$ cat config.mk
export PLATFORM = sky130hd
export DESIGN_NAME = ps2_mouse_device
export DESIGN_NICKNAME = d
export VERILOG_FILES = /design/src/rtl/ps2m_pkg.sv /design/src/rtl/ps2m_core.sv /design/src/rtl/ps2m_out.sv /design/src/rtl/ps2_mouse_device.sv
export SDC_FILE = /design/constraint.sdc
export NUM_CORES = 1
export LEC_CHECK = 0
export ABC_CLOCK_PERIOD_IN_PS = 10890
export BUFFER_PORTS_ARGS = -buffer_cell sky130_fd_sc_hd__buf_2
export CAP_MARGIN = 20
export CORE_AREA = 2 2 192 194
export CTS_BUF_LIST = sky130_fd_sc_hd__clkbuf_8
export DETAILED_ROUTE_END_ITERATION = 7
export DIE_AREA = 0 0 194 196
export SYNTH_ARGS = -nofsm -noshare
export SYNTH_HDL_FRONTEND = slang
export SYNTH_SLANG_ARGS = --single-unit
$ cat constraint.sdc
create_clock -name clk -period 10.89 [get_ports clk]
set_clock_uncertainty 0.2 [all_clocks]
set_input_delay 2.178 -clock clk [delete_from_list [all_inputs] [get_ports clk]]
set_output_delay 2.178 -clock clk [all_outputs]
set_load 0.005 [all_outputs]
$ cat src/rtl/ps2m_pkg.sv
`timescale 1ns / 1ps

package ps2m_pkg;

  // Host command codes
  typedef enum logic [7:0] {
    CMD_SCALE_OFF = 8'hE6,
    CMD_SCALE_ON  = 8'hE7,
    CMD_SET_RES   = 8'hE8,
    CMD_STATUS    = 8'hE9,
    CMD_GET_ID    = 8'hF2,
    CMD_SET_RATE  = 8'hF3,
    CMD_ENABLE    = 8'hF4,
    CMD_DISABLE   = 8'hF5,
    CMD_RESET     = 8'hFF
  } cmd_t;

  // Device reply bytes
  localparam logic [7:0] ACK_BYTE    = 8'hFA;
  localparam logic [7:0] RESEND_BYTE = 8'hFE;
  localparam logic [7:0] ERROR_BYTE  = 8'hFC;
  localparam logic [7:0] SELFTEST_OK = 8'hAA;
  localparam logic [7:0] ID_WHEEL    = 8'h03;
  localparam logic [7:0] ID_PLAIN    = 8'h00;

  // Host queue: 16 entries, motion is held back at 13 or more pending bytes
  localparam int unsigned QUEUE_DEPTH = 16;
  localparam int unsigned QFILL_W     = $clog2(QUEUE_DEPTH);
  localparam logic [QFILL_W-1:0] ROOM_LIMIT = QFILL_W'(13);

  // Rate sequence that unlocks wheel mode, oldest byte first
  localparam logic [0:5][7:0] MAGIC_SEQ = {8'hF3, 8'hC8, 8'hF3, 8'h64, 8'hF3, 8'h50};

  // Configuration register indexes
  localparam logic REG_WHEEL_PRESENT = 1'b0;

  localparam int unsigned RUN_MAX = 4;

  // One item's run of reply words
  typedef struct packed {
    logic [RUN_MAX-1:0][7:0] bytes;
    logic [2:0]              len;    // 0 means no reply
  } run_t;

  // Saturate a 17-bit sum to 16 bits
  function automatic logic [15:0] sat16(input logic [16:0] v);
    logic [15:0] r;
    if (v[16] != v[15]) begin
      r = v[16] ? 16'h8000 : 16'h7FFF;
    end else begin
      r = v[15:0];
    end
    return r;
  endfunction

  // Clamp to [-256,255], low eight bits
  function automatic logic [7:0] clamp_xy(input logic [15:0] v);
    logic [7:0] r;
    if ($signed(v) < -16'sd256) begin
      r = 8'h00;
    end else if ($signed(v) > 16'sd255) begin
      r = 8'hFF;
    end else begin
      r = v[7:0];
    end
    return r;
  endfunction

  // Clamp to [-8,7], low eight bits
  function automatic logic [7:0] clamp_z(input logic [15:0] v);
    logic [7:0] r;
    if ($signed(v) < -16'sd8) begin
      r = 8'hF8;
    end else if ($signed(v) > 16'sd7) begin
      r = 8'h07;
    end else begin
      r = v[7:0];
    end
    return r;
  endfunction

endpackage

$ cat src/rtl/ps2m_core.sv
`timescale 1ns / 1ps

module ps2m_core import ps2m_pkg::*; (
  input  logic               clk,
  input  logic               rst,
  input  logic               fire,
  input  logic               mode,
  input  logic [7:0]         host_byte,
  input  logic [8:0]         dx,
  input  logic [8:0]         dy,
  input  logic [7:0]         dz,
  input  logic [2:0]         buttons,
  input  logic               scan_enabled,
  input  logic [QFILL_W-1:0] queue_fill,
  input  logic               wheel_present,
  output run_t               run
);

  logic [7:0]       pending_command, pending_command_next;
  logic             arg_pending, arg_pending_next;
  logic [7:0]       resolution_reg, resolution_reg_next;
  logic [7:0]       rate_reg, rate_reg_next;
  logic             scaling_on, scaling_on_next;
  logic             reporting_on, reporting_on_next;
  logic             wheel_mode, wheel_mode_next;
  logic [2:0]       last_buttons, last_buttons_next;
  logic [15:0]      acc_x, acc_x_next;
  logic [15:0]      acc_y, acc_y_next;
  logic [15:0]      acc_z, acc_z_next;
  logic [0:5][7:0]  hist, hist_next, hist_shift;

  logic signed [16:0] sum_x, sum_y, sum_z;
  logic [15:0]        sat_x, sat_y, sat_z;
  logic               moved;
  logic [7:0]         byte0;

  // Accumulator sums, one sign bit of headroom
  assign sum_x = $signed({acc_x[15], acc_x}) + $signed({{8{dx[8]}}, dx});
  assign sum_y = $signed({acc_y[15], acc_y}) - $signed({{8{dy[8]}}, dy});
  assign sum_z = $signed({acc_z[15], acc_z}) - $signed({{9{dz[7]}}, dz});
  assign sat_x = sat16(sum_x);
  assign sat_y = sat16(sum_y);
  assign sat_z = sat16(sum_z);

  assign moved = (dx != '0) || (dy != '0) || (dz != '0) || (buttons != last_buttons);

  // Packet header: sync bit, signs of the clamped x and y, buttons
  assign byte0 = {2'b00, sat_y[15], sat_x[15], 1'b1, wheel_present & buttons[2],
                  buttons[1], buttons[0]};

  // Host byte history, newest last
  always_comb begin
    for (int i = 0; i < 5; i++) begin
      hist_shift[i] = hist[i+1];
    end
    hist_shift[5] = host_byte;
  end

  // Next state and reply run for the word at the input
  always_comb begin
    pending_command_next = pending_command;
    arg_pending_next     = arg_pending;
    resolution_reg_next  = resolution_reg;
    rate_reg_next        = rate_reg;
    scaling_on_next      = scaling_on;
    reporting_on_next    = reporting_on;
    wheel_mode_next      = wheel_mode;
    last_buttons_next    = last_buttons;
    acc_x_next           = acc_x;
    acc_y_next           = acc_y;
    acc_z_next           = acc_z;
    hist_next            = hist;
    run                  = '0;

    if (!mode) begin
      if (arg_pending) begin
        // argument byte of a resolution or rate command
        arg_pending_next = 1'b0;
        run.len          = 3'd1;
        if (pending_command == CMD_SET_RES) begin
          resolution_reg_next = host_byte;
          run.bytes[0]        = ACK_BYTE;
        end else if (pending_command == CMD_SET_RATE) begin
          rate_reg_next = host_byte;
          run.bytes[0]  = ACK_BYTE;
        end else begin
          run.bytes[0] = ERROR_BYTE;
        end
      end else begin
        pending_command_next = host_byte;
        run.len              = 3'd1;
        run.bytes[0]         = ACK_BYTE;
        unique case (host_byte)
          CMD_SCALE_OFF: scaling_on_next = 1'b0;
          CMD_SCALE_ON:  scaling_on_next = 1'b1;
          CMD_SET_RES,
          CMD_SET_RATE:  arg_pending_next = 1'b1;
          CMD_STATUS: begin
            run.len      = 3'd4;
            run.bytes[1] = {2'b00, scaling_on, reporting_on, 1'b0, buttons};
            run.bytes[2] = resolution_reg;
            run.bytes[3] = rate_reg;
          end
          CMD_GET_ID: begin
            run.len      = 3'd2;
            run.bytes[1] = wheel_mode ? ID_WHEEL : ID_PLAIN;
          end
          CMD_ENABLE:  reporting_on_next = 1'b1;
          CMD_DISABLE: reporting_on_next = 1'b0;
          CMD_RESET: begin
            scaling_on_next   = 1'b0;
            reporting_on_next = 1'b0;
            wheel_mode_next   = 1'b0;
            arg_pending_next  = 1'b0;
            run.len           = 3'd3;
            run.bytes[1]      = SELFTEST_OK;
            run.bytes[2]      = 8'h00;
          end
          default: run.bytes[0] = RESEND_BYTE;
        endcase
      end
      // wheel unlock watches every host byte while wheel_present is set
      if (wheel_present) begin
        hist_next = hist_shift;
        if (hist_shift == MAGIC_SEQ) begin
          wheel_mode_next = 1'b1;
        end
      end
    end else if (moved && reporting_on && scan_enabled) begin
      if (queue_fill >= ROOM_LIMIT) begin
        // queue nearly full: keep accumulating
        acc_x_next = sat_x;
        acc_y_next = sat_y;
        acc_z_next = sat_z;
      end else begin
        last_buttons_next = buttons;
        acc_x_next        = '0;
        acc_y_next        = '0;
        acc_z_next        = '0;
        run.len           = wheel_present ? 3'd4 : 3'd3;
        run.bytes[0]      = byte0;
        run.bytes[1]      = clamp_xy(sat_x);
        run.bytes[2]      = clamp_xy(sat_y);
        run.bytes[3]      = clamp_z(sat_z);
      end
    end
  end

  // Device state
  always_ff @(posedge clk) begin
    if (rst) begin
      pending_command <= '0;
      arg_pending     <= 1'b0;
      resolution_reg  <= '0;
      rate_reg        <= '0;
      scaling_on      <= 1'b0;
      reporting_on    <= 1'b0;
      wheel_mode      <= 1'b0;
      last_buttons    <= '0;
      acc_x           <= '0;
      acc_y           <= '0;
      acc_z           <= '0;
      hist            <= '0;
    end else if (fire) begin
      pending_command <= pending_command_next;
      arg_pending     <= arg_pending_next;
      resolution_reg  <= resolution_reg_next;
      rate_reg        <= rate_reg_next;
      scaling_on      <= scaling_on_next;
      reporting_on    <= reporting_on_next;
      wheel_mode      <= wheel_mode_next;
      last_buttons    <= last_buttons_next;
      acc_x           <= acc_x_next;
      acc_y           <= acc_y_next;
      acc_z           <= acc_z_next;
      hist            <= hist_next;
    end
  end

endmodule

$ cat src/rtl/ps2m_out.sv
`timescale 1ns / 1ps

module ps2m_out import ps2m_pkg::*; (
  input  logic       clk,
  input  logic       rst,
  input  logic       in_fire,
  input  run_t       in_run,
  output logic       in_ready,
  output logic       out_valid,
  input  logic       out_ready,
  output logic [7:0] data_byte,
  output logic       last_byte
);

  run_t       pend;
  logic       pend_valid;
  run_t       act;
  logic       act_valid;
  logic [1:0] idx;
  logic       act_free;
  logic       move;

  assign out_valid = act_valid;
  assign data_byte = act.bytes[idx];
  assign last_byte = ({1'b0, idx} == (act.len - 3'd1));

  // Active run frees up once its final word is taken
  assign act_free = !act_valid || (out_ready && last_byte);
  assign move     = pend_valid && act_free;
  assign in_ready = !pend_valid || act_free;

  // Pending run slot
  always_ff @(posedge clk) begin
    if (rst) begin
      pend_valid <= 1'b0;
    end else if (in_fire) begin
      pend_valid <= (in_run.len != 3'd0);
    end else if (move) begin
      pend_valid <= 1'b0;
    end
  end

  always_ff @(posedge clk) begin
    if (in_fire) begin
      pend <= in_run;
    end
  end

  // Active run, shifted out one word a cycle while out_ready is high
  always_ff @(posedge clk) begin
    if (rst) begin
      act_valid <= 1'b0;
      idx       <= '0;
    end else if (act_free) begin
      act_valid <= pend_valid;
      idx       <= '0;
    end else if (out_ready) begin
      idx <= idx + 2'd1;
    end
  end

  always_ff @(posedge clk) begin
    if (move) begin
      act <= pend;
    end
  end

endmodule

$ cat src/rtl/ps2_mouse_device.sv
// A word's reply run is held in the pending-run slot, then moved to the active
// slot once that slot is free, and its first reply byte is offered from there.
// Throughput: a word is accepted every cycle while the pending-run slot is free
// or the active run is giving up its last byte; a run of one to four bytes
// holds the output until its last byte is taken; one more word waits behind it.
// Reset: rst is synchronous and active high; it clears all device state,
// empties the reply buffers and clears the wheel_present register.
`timescale 1ns / 1ps

module ps2_mouse_device import ps2m_pkg::*; (
  input  logic               clk,
  input  logic               rst,
  // input words
  input  logic               in_valid,
  output logic               in_ready,
  input  logic               mode,
  input  logic [7:0]         host_byte,
  input  logic signed [8:0]  dx,
  input  logic signed [8:0]  dy,
  input  logic signed [7:0]  dz,
  input  logic [2:0]         buttons,
  input  logic               scan_enabled,
  input  logic [QFILL_W-1:0] queue_fill,
  // reply bytes
  output logic               out_valid,
  input  logic               out_ready,
  output logic [7:0]         data_byte,
  output logic               last_byte,
  // configuration
  input  logic               psel,
  input  logic               penable,
  input  logic               pwrite,
  input  logic [2:0]         paddr,
  input  logic [31:0]        pwdata,
  output logic [31:0]        prdata,
  output logic               pready
);

  logic wheel_present;
  logic in_fire;
  run_t run;

  assign in_fire = in_valid && in_ready;

  // Configuration register
  assign pready = 1'b1;
  assign prdata = (paddr[2] == REG_WHEEL_PRESENT) ? {31'd0, wheel_present} : 32'd0;

  always_ff @(posedge clk) begin
    if (rst) begin
      wheel_present <= 1'b0;
    end else if (psel && penable && pwrite && pready && paddr[2] == REG_WHEEL_PRESENT) begin
      wheel_present <= pwdata[0];
    end
  end

  ps2m_core u_core (
    .clk          (clk),
    .rst          (rst),
    .fire         (in_fire),
    .mode         (mode),
    .host_byte    (host_byte),
    .dx           (dx),
    .dy           (dy),
    .dz           (dz),
    .buttons      (buttons),
    .scan_enabled (scan_enabled),
    .queue_fill   (queue_fill),
    .wheel_present(wheel_present),
    .run          (run)
  );

  ps2m_out u_out (
    .clk      (clk),
    .rst      (rst),
    .in_fire  (in_fire),
    .in_run   (run),
    .in_ready (in_ready),
    .out_valid(out_valid),
    .out_ready(out_ready),
    .data_byte(data_byte),
    .last_byte(last_byte)
  );

endmodule

# Word-level counts from Yosys, hierarchy flattened
# Index checks and enable logic that the tools add are counted.
dict set report classes {
  bitwise 6
  eq_ne 17
  magnitude_cmp 8
  n_shift 0
  multipliers 0
  n_div 0
  addsub 5
  n_mux 42
  n_reduce_logical 36
}
# operator n
set ops {}
lappend ops {{2-to-1 mux 16 bit} 9}
lappend ops {{2-to-1 mux 35 bit} 3}
lappend ops {{== test 8 bit, second input constant} 11}
lappend ops {{2-to-1 mux 8 bit} 10}
lappend ops {{== test 48 bit, second input constant} 1}
lappend ops {{greater-than comparator 16 x 9 -> 1 bit, second input constant} 2}
lappend ops {{less-than comparator 16 x 9 -> 1 bit, second input constant} 2}
lappend ops {{2-to-1 mux 24 bit} 1}
lappend ops {{one-hot mux 8 bit (3 select lines)} 1}
lappend ops {{nonzero test 9 bit} 2}
lappend ops {{adder 16 x 9 -> 17 bit} 1}
lappend ops {{subtractor 16 x 8 -> 17 bit} 1}
lappend ops {{subtractor 16 x 9 -> 17 bit} 1}
lappend ops {{binary-select mux 8 bit (select 2 bit)} 1}
lappend ops {{greater-than comparator 16 x 4 -> 1 bit, second input constant} 1}
lappend ops {{less-than comparator 16 x 4 -> 1 bit, second input constant} 1}
lappend ops {{AND reduction 4 bit} 4}
lappend ops {{2-to-1 mux 11 bit} 1}
lappend ops {{2-to-1 mux 1 bit} 9}
lappend ops {{2-to-1 mux 3 bit} 3}
lappend ops {{one-hot mux 3 bit (3 select lines)} 1}
lappend ops {{AND reduction 3 bit} 3}
lappend ops {{OR reduction 9 bit} 1}
lappend ops {{logical AND 1 bit} 8}
lappend ops {{other kinds (19)} 36}
dict set report totals {
  mem_bits_rw 0
  latch_bits 0
  output_inout_bits 44
  word_cells 144
  regBits 194
  romBits 0
  mem_count 0
  input_bits 85
}

# Logic depth before layout (Yosys ltp)
# Gate-level depths: netlist of run 1.
dict set report depth {
  word_depth 11
  ltp_mapped 18
  ltp_nobuf 17
}

# Hierarchy
# Synthesis of run 1 repeated with hierarchy kept, for this count alone.
dict set report unflattened {
  cells_unflattened 1218
  hier_area_um2 11115.7
}
# module seq_area_each_um2 area_each_um2 cells_per_inst instances
set by_module_without_submodules {}
lappend by_module_without_submodules {ps2m_core 2382.3 8200.4 1064 1}
lappend by_module_without_submodules {ps2m_out 2182.1 2600.0 113 1}
lappend by_module_without_submodules {ps2_mouse_device 20.0 315.3 41 1}

# Least setup slack after synthesis of run 1
# OpenSTA, ideal clock, no wires.
dict set report synth_path {
  kind {in2reg}
  startpoint {input dx[1]}
  endpoint {register u_out.pend[13] (netlist bit) (data pin)}
  cell_stages 16
  arrival_time_ps 5924
  t_required_ps 10434
  slack_ps 4509
  setup_time_ps 256
  n_path_buf 0
  cell_sequence {ha_1 a211o_1 a21oi_2 o221ai_2 a31oi_1 a21boi_0 a21oi_1 o21bai_1 xor2_1 ha_1 or4_1 a21o_1 or4_4 o31a_1 or3_1 a22o_1}
}
# element line
set synth_lines {}
lappend synth_lines {{from (decl)} ps2_mouse_device.sv:18} ;# input logic signed [8:0] dx,
lappend synth_lines {{to (signal assigned)} ps2m_out.sv:45} ;# pend <= in_run;
lappend synth_lines {{to (decl)} ps2m_out.sv:15} ;# run_t pend;

==> results of run 1 <==
[worst register-to-register path, stage by stage (launching register included)]
cell      delay, ns
dfxtp_1        0.34
ha_1           0.30
a211o_1        0.32
a21oi_2        0.20
o221ai_2       0.18
a31oi_1        0.28
a21boi_0       0.15
a21oi_1        0.18
o21bai_1       0.10
xor2_1         0.16
ha_1           0.72
nor2b_1        0.15
a31oi_1        0.24
o211ai_2       0.14
or4_4          0.55
o31a_1         0.27
or3_1          0.37
a22o_1         0.21
[area by class of cell]
type	instances	share of cell area, %
clock buffers	19	2.23
clock inverters	13	1.36
inverters	47	1.51
multi-input cells	875	47.9
flip-flops and latches	192	38.7
well taps	468	5.00
repair buffers	72	3.29
[per-stage QoR]
step | setup slack (ns) | hold slack (ns) | power, W | instances | util (%)
after CTS | 4.11 | 0.226 | 0.00140 | 1685 | 32.4
after global placement | 3.67 | 0.200 | 0.000902 | 1653 | 31.2
after global routing | 3.93 | 0.233 | 0.00144 | 1686 | 32.4
after detailed placement | 3.62 | 0.205 | 0.000904 | 1653 | 31.2
final | 4.07 | 0.218 | 0.00139 | 1686 | 32.4
after floorplan | 4.51 | 0.200 | 0.000867 | 1200 | -
[worst paths after layout]
kind / depth (start not counted) / slack [ns] / from / to
max: 18 / 4.07 / dx[1] / u_out.pend[13]
min: 0 / 0.22 / u_out.pend[25] / u_out.act[25]
max reg2reg: 17 / 5.60 / u_core.acc_x[1] / u_out.pend[13]
min reg2reg: 0 / 0.22 / u_out.pend[25] / u_out.act[25]
[logic make-up after synthesis]
kind of cell / count (synthesis) / synth area share, %
AOI/OAI and AO/OA: 316 / 19.8
and+or+nand+nor: 397 / 17.5
adders and majority gates: 60 / 7.12
buffers and inverters: 133 / 5.95
DFF: 192 / 42.5
other: 2 / 0.0705
muxes: 30 / 3.77
xor gates and xnor gates: 40 / 3.29
[cells in the final DEF, fill, tap and decap left out, types with 5 or more instances in the layout]
master,Yosys,routed
a2111oi_0,5,5
a211oi_1,5,5
a21o_1,23,23
a21oi_1,107,107
a221o_1,8,8
a22oi_1,29,29
a31oi_1,5,5
and2_1,6,6
and3_1,12,12
buf_2,1,62
buf_4,33,10
clkbuf_8,0,19
conb_1,2,32
dfxtp_1,124,124
edfxtp_1,68,68
ha_1,51,51
inv_1,46,48
maj3_1,6,6
mux2i_1,21,21
mux4_2,8,8
nand2_1,153,153
nand2b_1,12,11
nand3_1,19,19
nand4_1,12,12
nor2_1,110,110
nor2b_1,7,6
nor3_1,12,12
nor4_1,13,13
nor4b_1,7,7
o211ai_1,10,10
o21a_1,10,10
o21ai_0,50,50
o31a_1,5,5
or3_1,7,7
xnor2_1,24,24
xor2_1,16,16
[where the power goes]
part           total, W  switching, W  leakage [nW]  internal (W)
clock network  0.000498      0.000258         0.216      0.000240
logic          0.000131     0.0000865          2.74     0.0000442
registers      0.000757    0.00000445          1.66      0.000753
total           0.00139      0.000349          4.61       0.00104
[layer usage]
| layer | global-route usage, % | up-vias | share of wire (%) | wire length (um) |
|---|---|---|---|---|
| met5 | 0 | - | 0 | 0 |
| met4 | 3.79 | 0 | 1.5 | 398 |
| met3 | 2.27 | 30 | 4.3 | 1150 |
| met2 | 24.3 | 191 | 49 | 13000 |
| met1 | 17.9 | 4078 | 46 | 12100 |
| li1 | - | 4242 | - | - |
==> results by group, run 1 <==
Timing
  • Unrepaired setup endpoints after global routing: false
  • Final Cycle Share: 62.7%
  • Setup TNS: 0 ns
  • Final Hold Violating Endpoints: 0
  • Fin crit period: 6.82 ns
  • Max Clock Freq: 147 MHz
  • Setup violators final: 0
  • Rel. slew slack: 24.5%
  • Worst-Margin Slew: 1.13 ns
  • Slew Limit Fails: 0

Layout
  • Final nets: 1344
  • Multi-input gate area: 0.00561 mm2
  • Number of flip-flops in the largest register: 40
  • FF+latch area: 0.00452 mm2
  • Top reg by flops: u_core.hist
  • Area Growth Syn to Fin: 9.87%
  • Largest regs: u_core.hist (40), u_out.act (34), u_out.pend (34)
  • Diodes inserted: 0
  • Layout cells sized above 1: 11.2%
  • Cell area after layout: 0.0117 mm2
  • Filler cells: 3730

Drt
  • Drt wl/cell: 15.8 um
  • Number of routed nets with antenna violations: 0
  • Drc violations: 0
  • First drt pass iteration count: 7
  • Vias post-DR: 8541
  • Final WL: 26.6 mm
  • First-iteration detailed-routing DRC count: 641
  • Via density per instance: 5.07

Worst setup path
  • CP Class: primary input to flip-flop
  • Crit end category: flip-flop
  • CP max-delay cell: ha_1
  • CP Data Arrival Time: 6.85 ns
  • Critical Path Max Stage Delay: 0.72 ns
  • Crit-path cells: buf_2 > ha_1 > a211o_1 > a21oi_2 > o221ai_2 > a31oi_1 > a21boi_0 > a21oi_1 > o21bai_1 > xor2_1 > ha_1 > nor2b_1 > a31oi_1 > o211ai_2 > or4_4 > o31a_1 > or3_1 > a22o_1
  • Worst path bufs/invs: 1
  • Top delay family on crit path: compound AO/OA/AOI/OAI gates
  • Type of origin of the critical path: primary input
  • Req. time, crit path: 10.92 ns
  • Worst-path fanout max: 23

Global route
  • Grt total ovfl: 0
  • Number of global-route vias before repair: 8099
  • Largest net degree at the start of global routing: 87
  • First-pass GRT wire length: 42.8 mm
  • Initial antenna violation count: 0
  • All-Layer GR Usage: 13.9%

Run
  • Total of max-cap violations: 0

Placement
  • Gpl congestion: 0.844
  • Port-buffer cells: 63
  • Post-placement cell area: 0.0113 mm2
  • Dpl hpwl: 19.2 mm

Floorplan
  • Core Box Area: 0.0361 mm2
  • Die area: 0.0380 mm2
  • Die width: 194 um
  • Num rows: 70
  • Die Height: 196 um
  • IO Pins: 129
  • Initial core utilization: 29.5%

Clock tree
  • # hold bufs at CTS: 0
  • Post-CTS Setup Bufs: 0
  • Resize count post-CTS: 0
  • TritonCTS Buffers: 17
  • CTS tree: yes
  • Longest Clk Path Bufs: 2
  • Clock Pin Slew Worst Setup and Hold Paths: 0.10 ns
  • Clk Tree Root Cell: clkbuf_8
  • Htree depth: 4
  • Clock sinks: 192
  • Worst-Skew Late Latency: 0.47 ns

Synth
  • Mapped cell area: 0.0107 mm2
  • Async SR Flop Fraction: 0%
  • Cell taking the most area after synthesis: dfxtp_1
  • Synth Flop Type: dfxtp_1
  • Register area share after synthesis: 42.5%
  • Syn Inst Count: 1170
  • Distinct cells, synth: 88
  • Largest cells by area after synthesis: dfxtp_1 (23%), edfxtp_1 (19%), ha_1 (6.0%)
  • Post-synth EDFFs: 68
  • Share of the synthesized area in the top cell type: 23.3%
  • Leading cell types by count after synthesis: nand2_1 (153), dfxtp_1 (124), nor2_1 (110), a21oi_1 (107), edfxtp_1 (68)
  • Most common cell in the synthesized netlist: nand2_1
  • Yosys warning count: 0
  • Mean Syn Cell Area: 9.10 um2
  • FF+latch count, synth: 192

Pwr
  • Worst VDD drop: 0.0729 mV
  • Lkg Pwr: 4.61 nW
  • Power Density: 118 mW/mm2

Hold path
  • Hold WC Path Type: flip-flop to flip-flop

Run status
  • Outcome: finished, final reports clean
Note: power is estimated with default switching activity, not from simulation.
==> inputs of run 2 (changes only) <==
--- a/config.mk
+++ b/config.mk
@@ -5,7 +5,7 @@
 export SDC_FILE = /design/constraint.sdc
 export NUM_CORES = 1
 export LEC_CHECK = 0
-export ABC_CLOCK_PERIOD_IN_PS = 10890
+export ABC_CLOCK_PERIOD_IN_PS = 6700
 export BUFFER_PORTS_ARGS = -buffer_cell sky130_fd_sc_hd__buf_2
 export CAP_MARGIN = 20
 export CORE_AREA = 2 2 192 194
==> constraint.sdc (replaced) <==
create_clock -name clk -period 6.7 [get_ports clk]
set_clock_uncertainty 0.2 [all_clocks]
set_input_delay 1.34 -clock clk [delete_from_list [all_inputs] [get_ports clk]]
set_output_delay 1.34 -clock clk [all_outputs]
set_load 0.005 [all_outputs]
==> run 2 against run 1 <==
Compared with the run above:
- critical endpoint is now u_out.pend[15]
- critical path type unchanged
- final cell count increased by 0.18%
- worst hold slack improved by 0.0069 ns
- critical path depth decreased by 1
- sequential share of layout area about the same
- global-route usage about the same
- sequential power increased by 62%
- wire length decreased by 0.22%
- first-iteration DRC count increased by 14%
- cell area about the same
- non-clock buffer count increased by 3
- utilization about the same
- count of clock-buffer cells in the layout decreased by 2
==> results by group, run 2 (same netlist as run 1, synthesis figures left out) <==
Run status
  • Outcome: finished, final reports clean

Hold path
  • Hold Path Depth: 0
  • Hold WC Path Type: flip-flop to flip-flop
  • Hold Startpoint: u_out.pend[0]
  • Hold EP: u_out.act[0]

Placement
  • Pre-CTS setup slack: 0.630 ns
  • Port-buffer cells: 63
  • Dpl hpwl: 19.3 mm
  • Gpl congestion: 0.861

Layout
  • Most frequent cells in the layout: nand2_1 (153), dfxtp_1 (124), nor2_1 (110)
  • Area Growth Syn to Fin: 9.90%
  • Layout cells sized above 1: 11.6%
  • Commonest non-fill, non-tap cell in the layout: nand2_1
  • Largest regs: u_core.hist (40), u_out.act (34), u_out.pend (34)
  • Post-layout util: 32.4%
  • Final nets: 1347
  • Top reg by flops: u_core.hist
  • Diodes inserted: 0
  • Number of flip-flops in the largest register: 40

Global route
  • All-Layer GR Usage: 14.0%
  • Number of global-route vias before repair: 8241
  • Grt total ovfl: 0
  • Initial antenna violation count: 0
  • First-pass GRT wire length: 43.3 mm
  • Largest net degree at the start of global routing: 83

Floorplan
  • IO Pins: 129
  • Num rows: 70
  • Die Height: 196 um
  • Die area: 0.0380 mm2
  • Initial core utilization: 29.5%
  • Core Box Area: 0.0361 mm2
  • Die width: 194 um

Worst setup path
  • Top delay family on crit path: compound AO/OA/AOI/OAI gates
  • CP max-delay cell: or4_1
  • R2R depth: 15
  • Type of origin of the critical path: primary input
  • CP Data Arrival Time: 5.62 ns
  • Reg2reg start: u_core.acc_x[0]
  • Crit end category: flip-flop
  • Req. time, crit path: 6.74 ns
  • FF-to-FF End: u_out.pend[15]
  • Dominant cell type by count on the critical path: ha_1
  • Worst path bufs/invs: 1
  • Critical Path Max Stage Delay: 0.51 ns
  • Flop2flop setup slack: 1.76 ns
  • CP Class: primary input to flip-flop
  • Crit-path cells: buf_2 > ha_1 > a211o_1 > a21oi_2 > o221ai_2 > a31oi_1 > a21boi_0 > a21oi_1 > o21bai_1 > xor2_1 > ha_1 > or4_1 > a21o_1 > or4_4 > o31a_1 > or3_1 > a22o_1
  • Worst-path fanout max: 8

Clock tree
  • # hold bufs at CTS: 0
  • Clock sinks: 192
  • Htree depth: 4
  • Clock Pin Slew Worst Setup and Hold Paths: 0.11 ns
  • Clk Tree Root Cell: clkbuf_8
  • CTS tree: yes
  • TritonCTS Buffers: 17
  • Post-CTS Setup Bufs: 0
  • Worst-Skew Late Latency: 0.47 ns
  • Longest Clk Path Bufs: 2
  • Resize count post-CTS: 0

Timing
  • Max Clock Freq: 179 MHz
  • Final Hold Slack: 0.225 ns
  • Slew Limit Fails: 0
  • Unrepaired setup endpoints after global routing: false
  • Fin crit period: 5.58 ns
  • Final Cycle Share: 83.3%
  • Setup TNS: 0 ns
  • Setup ws final: 1.12 ns
  • Worst-Margin Slew: 1.14 ns
  • Rel. slew slack: 23.8%
  • Final Hold Violating Endpoints: 0
  • Setup violators final: 0

Pwr
  • Lkg Pwr: 4.62 nW
  • Worst VDD drop: 0.109 mV
  • Power Density: 188 mW/mm2
  • Total Power: 0.00220 W

Drt
  • First drt pass iteration count: 6
  • Drt wl/cell: 15.7 um
  • First-iteration detailed-routing DRC count: 729
  • Via density per instance: 5.10
  • Drc violations: 0
  • Final WL: 26.6 mm
  • Number of routed nets with antenna violations: 0
  • Vias post-DR: 8619

Run
  • Total of max-cap violations: 0
## run 2: cell types whose count changed in the layout (fill, tap and decap cells not counted)
cell and change:
bufinv_16 -3, clkinv_8 +4, inv_4 -1, buf_4 +3, clkinv_4 +2, clkbuf_8 -2, inv_1 -2, inv_8 +4
clkinvlp_4 -2
## run 2: area by class of cell
| type | instances | area, um2 |
|---|---|---|
| fill | 3733 | 24400 |
| multi-input combinational | 875 | 5610 |
| sequential | 192 | 4520 |
| tap | 468 | 586 |
| timing repair buffer | 75 | 408 |
| clock buffer | 17 | 234 |
| inverter | 47 | 176 |
| clock inverter | 15 | 168 |
## run 2: worst reg2reg max path, cell delays in order (launching register included)
cell and delay, ns:
dfxtp_1 0.36, ha_1 0.19, inv_1 0.06, fa_1 0.39
nand2b_1 0.18, a21o_2 0.23, o311ai_4 0.35, o21ai_0 0.20
and2_1 0.20, ha_1 0.40, or4_1 0.51, a21o_1 0.20
or4_4 0.43, o31a_1 0.26, or3_1 0.35, a22o_1 0.20
## run 2: worst max path at each step
stage,to,depth (start not counted),slack [ns],startpoint
2_1_floorplan,u_out.pend[13],16,1.16,dx[1]
3_3_place_gp,u_out.pend[13],17,0.61,dx[1]
3_5_place_dp,u_out.pend[15],17,0.63,dx[1]
4_1_cts,u_out.pend[15],17,1.14,dx[1]
5_1_grt,u_out.pend[15],17,0.90,dx[7]
6_report,u_out.pend[15],17,1.12,dx[1]
## run 2: metrics by stage
step / instance area (um2) / std cells
floorplan: 10800 / 1200
global placement: 11300 / 1657
detailed placement: 11300 / 1657
CTS: 11700 / 1689
global route: 11700 / 1689
finish: 11700 / 1689
## run 2: report_power, final
part	switching, W	total [W]	internal (W)
registers	0.00000720	0.00123	0.00122
logic	0.000138	0.000211	0.0000725
clock network	0.000480	0.000763	0.000283
total	0.000625	0.00220	0.00158
## run 2: routing by layer
| layer | wire (um) | global-route usage [%] |
|---|---|---|
| met1 | 12300 | 18.5 |
| met2 | 13000 | 24.1 |
| met3 | 1090 | 2.06 |
| met4 | 219 | 3.03 |
| met5 | 0 | 0 |
